===== src/hw/rtl/ps2mt_pkg.sv =====
`timescale 1ns / 1ps
`default_nettype none

package ps2mt_pkg;

  localparam int POS_BITS  = 12;
  localparam int BOUND_W   = 13;
  localparam int CFG_IDX_W = 2;
  localparam int POS_LIMIT = 1 << POS_BITS;
  localparam int POS_MAX   = POS_LIMIT - 1;
  localparam int CMP_W     = (BOUND_W > POS_BITS + 1) ? BOUND_W : POS_BITS + 1;
  localparam int CALC_W    = POS_BITS + 2;

  localparam int DELTA_LIM = 120;

  localparam logic [7:0] FLAG_SYNC_MASK = 8'h08;
  localparam logic [7:0] FLAG_BAD_MASK  = 8'hC0;
  localparam logic [7:0] FLAG_XSIGN     = 8'h10;
  localparam logic [7:0] FLAG_YSIGN     = 8'h20;
  localparam logic [7:0] FLAG_LEFT      = 8'h01;
  localparam logic [7:0] FLAG_RIGHT     = 8'h02;
  localparam logic [7:0] FLAG_MIDDLE    = 8'h04;

  localparam logic [BOUND_W-1:0] WIDTH_RST  = BOUND_W'(800);
  localparam logic [BOUND_W-1:0] HEIGHT_RST = BOUND_W'(600);
  localparam logic [POS_BITS-1:0] CURSOR_X_RST =
    POS_BITS'((400 > POS_MAX) ? POS_MAX : 400);
  localparam logic [POS_BITS-1:0] CURSOR_Y_RST =
    POS_BITS'((300 > POS_MAX) ? POS_MAX : 300);

  localparam logic [CFG_IDX_W-1:0] REG_WIDTH  = CFG_IDX_W'(0);
  localparam logic [CFG_IDX_W-1:0] REG_HEIGHT = CFG_IDX_W'(1);

  typedef enum logic [2:0] {
    PH_FLAG = 3'b001,
    PH_DX   = 3'b010,
    PH_DY   = 3'b100
  } phase_t;

  // Largest legal coordinate for a bound: zero acts as 1, oversize saturates.
  function automatic logic [POS_BITS-1:0] bound_hi(input logic [BOUND_W-1:0] b);
    logic [CMP_W-1:0] bw;
    logic [POS_BITS-1:0] hi;
    bw = CMP_W'(b);
    if (bw == '0) begin
      hi = '0;
    end else if (bw > CMP_W'(POS_LIMIT)) begin
      hi = POS_BITS'(POS_MAX);
    end else begin
      hi = POS_BITS'(bw - CMP_W'(1));
    end
    return hi;
  endfunction

  function automatic logic [POS_BITS-1:0] clamp_pos(input logic signed [CALC_W-1:0] v,
                                                     input logic [POS_BITS-1:0] hi);
    logic [POS_BITS-1:0] r;
    if (v < 0) begin
      r = '0;
    end else if (v > $signed({2'b00, hi})) begin
      r = hi;
    end else begin
      r = POS_BITS'(v);
    end
    return r;
  endfunction

endpackage

`default_nettype wire


===== src/hw/rtl/ps2_mouse_packet_tracker_top.sv =====
// PS/2 mouse packet tracker.
// Input channel (in_valid/in_ready, rx_byte) takes raw mouse bytes. Bytes are
// framed into flag / dx / dy packets; while waiting for a flag byte, bytes
// with bit 3 clear or bits 7:6 nonzero are dropped. Each completed packet
// yields one transaction on the output channel (out_valid/out_ready) carrying
// the clamped cursor position, the three buttons and motion_applied.
// Accepts one byte per cycle while in_ready is high. The result of a packet is
// valid the cycle after its third byte is accepted; one output register holds it.
// in_ready is high when the output register is empty or is being drained in
// the same cycle, so a stalled receiver holds off input only while a result
// waits. Bounds are written through cfg_write/cfg_index/cfg_data (index 0
// width, index 1 height) and apply from the next accepted motion.
// Synchronous reset: no result pending, waiting for a flag byte, buttons
// released, cursor at 400,300, bounds 800 x 600.
`timescale 1ns / 1ps
`default_nettype none

module ps2_mouse_packet_tracker_top (
  input  wire logic                               clk,
  input  wire logic                               rst,
  input  wire logic                               cfg_write,
  input  wire logic [ps2mt_pkg::CFG_IDX_W-1:0]    cfg_index,
  input  wire logic [ps2mt_pkg::BOUND_W-1:0]      cfg_data,
  input  wire logic                               in_valid,
  output logic                                    in_ready,
  input  wire logic [7:0]                         rx_byte,
  output logic                                    out_valid,
  input  wire logic                               out_ready,
  output logic [ps2mt_pkg::POS_BITS-1:0]          x_position,
  output logic [ps2mt_pkg::POS_BITS-1:0]          y_position,
  output logic                                    left_button,
  output logic                                    right_button,
  output logic                                    middle_button,
  output logic                                    motion_applied
);

  logic [ps2mt_pkg::BOUND_W-1:0]  width_bound;
  logic [ps2mt_pkg::BOUND_W-1:0]  height_bound;
  ps2mt_pkg::phase_t              phase;
  ps2mt_pkg::phase_t              phase_next;
  logic [7:0]                     flag_byte;
  logic [7:0]                     dx_byte;
  logic [ps2mt_pkg::POS_BITS-1:0] cursor_x;
  logic [ps2mt_pkg::POS_BITS-1:0] cursor_y;
  logic [ps2mt_pkg::POS_BITS-1:0] cursor_x_next;
  logic [ps2mt_pkg::POS_BITS-1:0] cursor_y_next;
  logic [2:0]                     button_bits;
  logic                           applied;

  logic                           in_fire;
  logic                           flag_ok;
  logic                           pkt_done;
  logic signed [8:0]              dx;
  logic signed [8:0]              dy;
  logic signed [ps2mt_pkg::CALC_W-1:0] sum_x;
  logic signed [ps2mt_pkg::CALC_W-1:0] sum_y;
  logic                           applied_next;

  assign in_ready = !out_valid || out_ready;
  assign in_fire  = in_valid && in_ready;

  assign flag_ok = ((rx_byte & ps2mt_pkg::FLAG_SYNC_MASK) != '0) &&
                   ((rx_byte & ps2mt_pkg::FLAG_BAD_MASK) == '0);

  assign dx = {((flag_byte & ps2mt_pkg::FLAG_XSIGN) != '0), dx_byte};
  assign dy = {((flag_byte & ps2mt_pkg::FLAG_YSIGN) != '0), rx_byte};

  assign applied_next = (dx > -ps2mt_pkg::DELTA_LIM) && (dx < ps2mt_pkg::DELTA_LIM) &&
                        (dy > -ps2mt_pkg::DELTA_LIM) && (dy < ps2mt_pkg::DELTA_LIM);

  assign sum_x = $signed({2'b00, cursor_x}) + ps2mt_pkg::CALC_W'(dx);
  assign sum_y = $signed({2'b00, cursor_y}) - ps2mt_pkg::CALC_W'(dy);

  assign cursor_x_next = ps2mt_pkg::clamp_pos(sum_x, ps2mt_pkg::bound_hi(width_bound));
  assign cursor_y_next = ps2mt_pkg::clamp_pos(sum_y, ps2mt_pkg::bound_hi(height_bound));

  always_comb begin
    phase_next = ps2mt_pkg::PH_FLAG;
    pkt_done   = 1'b0;
    unique case (phase)
      ps2mt_pkg::PH_DX: begin
        phase_next = ps2mt_pkg::PH_DY;
      end
      ps2mt_pkg::PH_DY: begin
        phase_next = ps2mt_pkg::PH_FLAG;
        pkt_done   = 1'b1;
      end
      default: begin
        phase_next = flag_ok ? ps2mt_pkg::PH_DX : ps2mt_pkg::PH_FLAG;
      end
    endcase
  end

  always_ff @(posedge clk) begin
    if (rst) begin
      width_bound  <= ps2mt_pkg::WIDTH_RST;
      height_bound <= ps2mt_pkg::HEIGHT_RST;
    end else if (cfg_write) begin
      if (cfg_index == ps2mt_pkg::REG_WIDTH) begin
        width_bound <= cfg_data;
      end else if (cfg_index == ps2mt_pkg::REG_HEIGHT) begin
        height_bound <= cfg_data;
      end
    end
  end

  always_ff @(posedge clk) begin
    if (rst) begin
      phase       <= ps2mt_pkg::PH_FLAG;
      flag_byte   <= '0;
      dx_byte     <= '0;
      cursor_x    <= ps2mt_pkg::CURSOR_X_RST;
      cursor_y    <= ps2mt_pkg::CURSOR_Y_RST;
      button_bits <= '0;
      applied     <= 1'b0;
      out_valid   <= 1'b0;
    end else begin
      if (out_valid && out_ready) begin
        out_valid <= 1'b0;
      end
      if (in_fire) begin
        phase <= phase_next;
        if (phase == ps2mt_pkg::PH_DX) begin
          dx_byte <= rx_byte;
        end
        if (phase != ps2mt_pkg::PH_DX && phase != ps2mt_pkg::PH_DY && flag_ok) begin
          flag_byte <= rx_byte;
        end
        if (pkt_done) begin
          button_bits <= flag_byte[2:0];
          applied     <= applied_next;
          out_valid   <= 1'b1;
          if (applied_next) begin
            cursor_x <= cursor_x_next;
            cursor_y <= cursor_y_next;
          end
        end
      end
    end
  end

  // Cursor and buttons change only when a result is loaded.
  assign x_position     = cursor_x;
  assign y_position     = cursor_y;
  assign left_button    = (button_bits & ps2mt_pkg::FLAG_LEFT[2:0]) != '0;
  assign right_button   = (button_bits & ps2mt_pkg::FLAG_RIGHT[2:0]) != '0;
  assign middle_button  = (button_bits & ps2mt_pkg::FLAG_MIDDLE[2:0]) != '0;
  assign motion_applied = applied;

  a_result_after_dy: assert property (@(posedge clk) disable iff (rst)
    in_fire && phase == ps2mt_pkg::PH_DY |=> out_valid)
    else $error("completed packet produced no result");

  a_no_result_other_bytes: assert property (@(posedge clk) disable iff (rst)
    in_fire && phase != ps2mt_pkg::PH_DY |=> !out_valid)
    else $error("result appeared without a completed packet");

  a_rejected_keeps_cursor: assert property (@(posedge clk) disable iff (rst)
    in_fire && phase == ps2mt_pkg::PH_DY && !applied_next |=>
      $stable(cursor_x) && $stable(cursor_y) && !motion_applied)
    else $error("rejected motion moved the cursor");

  a_held_result_stable: assert property (@(posedge clk) disable iff (rst)
    out_valid && !out_ready |=> $stable(cursor_x) && $stable(cursor_y) &&
      $stable(button_bits) && $stable(applied))
    else $error("pending result changed while stalled");

endmodule

`default_nettype wire

===== config.mk =====
export PLATFORM = sky130hd
export DESIGN_NAME = ps2_mouse_packet_tracker_top
export DESIGN_NICKNAME = d
export VERILOG_FILES = /design/src/hw/rtl/ps2mt_pkg.sv /design/src/hw/rtl/ps2_mouse_packet_tracker_top.sv
export SDC_FILE = /design/constraint.sdc
export NUM_CORES = 1
export LEC_CHECK = 0
export ABC_AREA = 0
export BUFFER_PORTS_ARGS = -buffer_cell sky130_fd_sc_hd__buf_2
export CAP_MARGIN = 20
export CELL_PAD_IN_SITES_DETAIL_PLACEMENT = 1
export CELL_PAD_IN_SITES_GLOBAL_PLACEMENT = 1
export CORE_MARGIN = 1
export CORE_UTILIZATION = 40
export DETAILED_ROUTE_END_ITERATION = 8
export PLACE_DENSITY_LB_ADDON = 0.12
export SKIP_LAST_GASP = 1
export SYNTH_ARGS = -nofsm -noshare
export SYNTH_HDL_FRONTEND = slang
export SYNTH_SLANG_ARGS = --single-unit
export TNS_END_PERCENT = 30

===== constraint.sdc =====
create_clock -name clk -period 4.3 [get_ports clk]
set_input_delay 0.86 -clock clk [delete_from_list [all_inputs] [get_ports clk]]
set_output_delay 0.86 -clock clk [all_outputs]
set_load 0.005 [all_outputs]

==> results.md <==
- Status: complete, but fails checks
- Failing checks: setup timing
- Most frequent cell after synthesis: nand2_1
- Clock Tree Root: clkbuf_16
- Dpl hpwl: 12400 µm
- Number of synthesized flops with an enable pin: 0
- Vias in the first global route: between 5000 and 6000
- Post-route ant nets: 0
- CTS clk-pin slew, worst paths: 0.06 ns
- Final setup TNS: -0.00475 ns
- DR vias: ~5200
- Hold_sp: motion_applied
- Antenna diode count: 0
- Final setup skew: 0.00645 ns
- Final Hold Fails: 0
- Final cell count without fillers: 958
- Pwr/cell area: between 200 and 300 nW/µm²
- Post-Syn Nets: 764
- Synth area leaders: dfxtp_1 (27%), ha_1 (13%), a21oi_1 (6.8%)
- WL per Instance: 16.5 µm
- Die height: 116 µm
- DRC: 0
- Sequential cell area fraction in the yosys report: 27.4%
- Detailed Route WL: 15800 µm
- Path type of the worst setup path: input port to flop
- Core area: between 10000 and 15000 µm²
- Final worst path period share: 100%
- Top cell type's share of synthesized area: 27.4%
- Worst-case reg-to-reg path depth: 21
- CTS tree: yes
- Post-synth cell types: 58
- Row Count: 41
- HP Class: flop to flop
- First-pass GRT wire length: between 20000 and 30000 µm
- CP max stage delay: roughly 0.35 ns
- Antenna violations before repair: 0
- Min cycle time layout: 4.30 ns
- Ports: 58
- Share of layout cells above drive strength 1: 22.1%
- Synth warn: 0
- Critical Path End Type: flop
- Final GP Congestion: 0.864
- Cell chain of the critical path: buf_2 -> inv_2 -> ha_1 -> nor2b_1 -> o2111a_2 -> nor2_4 -> a311oi_2 -> o21ai_1 -> nand2b_1 -> xnor2_2 -> ha_1 -> and4_4 -> nand3_4 -> nor3_4 -> a21oi_2 -> or3_4 -> a31oi_4 -> buf_6 -> buf_4 -> mux2i_1 -> o21ai_0
- Critical Path Start: rx_byte[1]
- Total gr overflow: 0
- Commonest register cell after synthesis: dfxtp_1
- Design Area, Final: 6590 µm²
- Synth Register Bits: 71
- Cell Area, Synth: 5190 µm²
- Worst path slowest cell: or3_4
- Slew Viols, Final: 0
- Fin worst setup slack: -0.00475 ns
- RR Endpoint: y_position[8]
- Worst hold path endpoint: motion_applied
- CTS buffer count: 9
- GRT Util Overall: between 20% and 30%
- Hold Crit Depth: 2
- Worst-skew pair later-pin latency: 0.34 ns
- MaxCap Viol Count: 0
- Die W: around 120 µm
- Layout net count: 867
- CP Launch Type: input port
- # setup viols final: 1
- Post-synth top cells: nand2_1 (86), a21oi_1 (71), dfxtp_1 (71), nor2_1 (70), ha_1 (54)
- Largest area contributor in the netlist: dfxtp_1
- CTS H-tree lvls: 3
- Cell Area, Placed: ~6000 µm²
- DR iter-0 viols: between 150 and 200
- Total Die Area: 13400 µm²
- Final Power: between 1500 and 2000 µW
- Via density: ~5.4
- WHS: roughly 0.46 ns
- TritonRoute pass-1 iters: 4
- Worst rel slew slack: a little under half
- Worst-margin pin slew: about 0.8 ns
- Initial core utilization: about two fifths
- Reg2reg start: y_position[0]
- Worst reg-to-reg setup slack: 0.13 ns
- Leak: about 0.0029 µW
- Critical Path AT: 4.50 ns
- Fraction of registers with async set/reset: 0%
- Crit path top cell by count: ha_1
- CTS Buffer Depth: 2
- Critical Path Fanout Max: 6
- CTS sink cnt: 71
- Post-Syn Instances: about 700
- Pin count of the biggest net entering global routing: 42
- Placed Cells: 933
- Worst VDD drop: roughly 150 µV
- Highest clock rate: 232 MHz
- Syn Area/Cell: ~7.6 µm²
- Required @ worst endpoint: around 4.5 ns
- RSZ-0062 raised after global routing: true
- Area grow syn2layout: 26.9%
- Port Buffers: 57
[report_power, final]
group          internal, µW  leakage [µW]  total [µW]  switching (µW)
clock network           533      0.000154         820             287
logic                   188       0.00217         396             207
registers               669      0.000575         684            15.1
[worst max-delay path, delay by kind of cell]
| kind | cells | cell delay (ns) |
|---|---|---|
| AND/OR/NAND/NOR | 7 | 1.22 |
| multiplexers | 1 | 0.20 |
| adder cells (fa/ha/maj) | 2 | 0.58 |
| XOR/XNOR | 1 | 0.15 |
| AO/OA/AOI/OAI | 6 | 1.00 |
| buffers and inverters | 4 | 0.45 |
[cell usage in the layout, fill, tap and decap left out, types with 3 or more instances in the layout]
| cell | count |
|---|---|
| a211oi_2 | 3 |
| a21o_1 | 4 |
| a21oi_1 | 68 |
| a21oi_2 | 3 |
| a22o_1 | 4 |
| a31oi_1 | 3 |
| and2_1 | 3 |
| buf_2 | 56 |
| buf_4 | 53 |
| buf_6 | 3 |
| clkbuf_16 | 9 |
| dfxtp_1 | 71 |
| ha_1 | 51 |
| inv_1 | 44 |
| inv_2 | 3 |
| mux2_2 | 6 |
| mux2i_1 | 21 |
| nand2_1 | 86 |
| nand2b_1 | 10 |
| nand3_1 | 7 |
| nand3b_1 | 10 |
| nand4_1 | 6 |
| nor2_1 | 69 |
| nor2b_1 | 6 |
| nor3_1 | 17 |
| nor4_1 | 5 |
| o211ai_1 | 3 |
| o21a_1 | 6 |
| o21ai_0 | 47 |
| o21ai_1 | 5 |
| o21bai_1 | 3 |
| o31ai_1 | 7 |
| or2_2 | 3 |
| or3_1 | 5 |
| xnor2_1 | 25 |
| xor2_1 | 8 |
[layer usage]
| layer | track usage, % | vias to the layer above | wire length [µm] |
|---|---|---|---|
| met3 | 3.71 | 16 | 309 |
| li1 | - | 2590 | - |
| met1 | 29.6 | 2493 | 7140 |
| met4 | 6.41 | 0 | 206 |
| met2 | 44.2 | 57 | 8180 |
| met5 | 0 | - | 0 |
[state kept, by name, summed over array words and instances (netlist names)]
name            cells
x_position         12
motion_applied      1
dx_byte             8
width_bound        13
flag_byte           5
out_valid           1
height_bound       13
y_position         12
button_bits         3
phase               3
[cell type report]
type / count / area, µm²
Tap cell: 172 / 215
Clock buffer: 11 / 253
Clock inverter: 3 / 67.6
Inverter: 47 / 176
Fill cell: 1625 / 6030
Sequential cell: 71 / 1420
Multi-Input combinational cell: 541 / 3720
Timing Repair Buffer: 113 / 732
[what timing repair did]
item | 4_1_cts | 5_1_grt
buffers inserted | 1 | 9
hold buffers | 0 | 0
pin swaps | 3 | 21
endpoints found under the setup margin | 12 | 24
gates resized for setup | 4 | 42
cloned | 0 | 1
[how the worst max path moves through the flow]
stage	cells past startpoint	endpoint	slack, ns
after floorplan	19	y_position[9]	0.008
after global placement	20	y_position[11]	-0.26
after detailed placement	20	y_position[11]	-0.47
after CTS	18	x_position[1]	0.002
after global routing	21	y_position[8]	-0.18
final	21	y_position[8]	-0.005
[per-stage QoR]
stage	utilization (%)	setup WS [ns]
5_1_grt	52.2	-0.177
4_1_cts	50.1	0.00233
6_report	52.2	-0.00475
3_3_place_gp	47.3	-0.258
3_5_place_dp	47.3	-0.473
2_1_floorplan	-	0.00768
[cell families (layout without fill, tap and decap cells)]
group | after synthesis | count (layout) | synth area share (%)
AO/OA/AOI/OAI | 177 | 177 | 20.1
buffers and inverters | 69 | 174 | 5.26
AND/OR/NAND/NOR | 244 | 244 | 21.8
adder cells (fa/ha/maj) | 56 | 56 | 13.8
XOR/XNOR | 35 | 35 | 5.91
multiplexers | 28 | 29 | 5.79
flip-flops | 71 | 71 | 27.4
No activity file was read; power rests on OpenSTA's default activity.
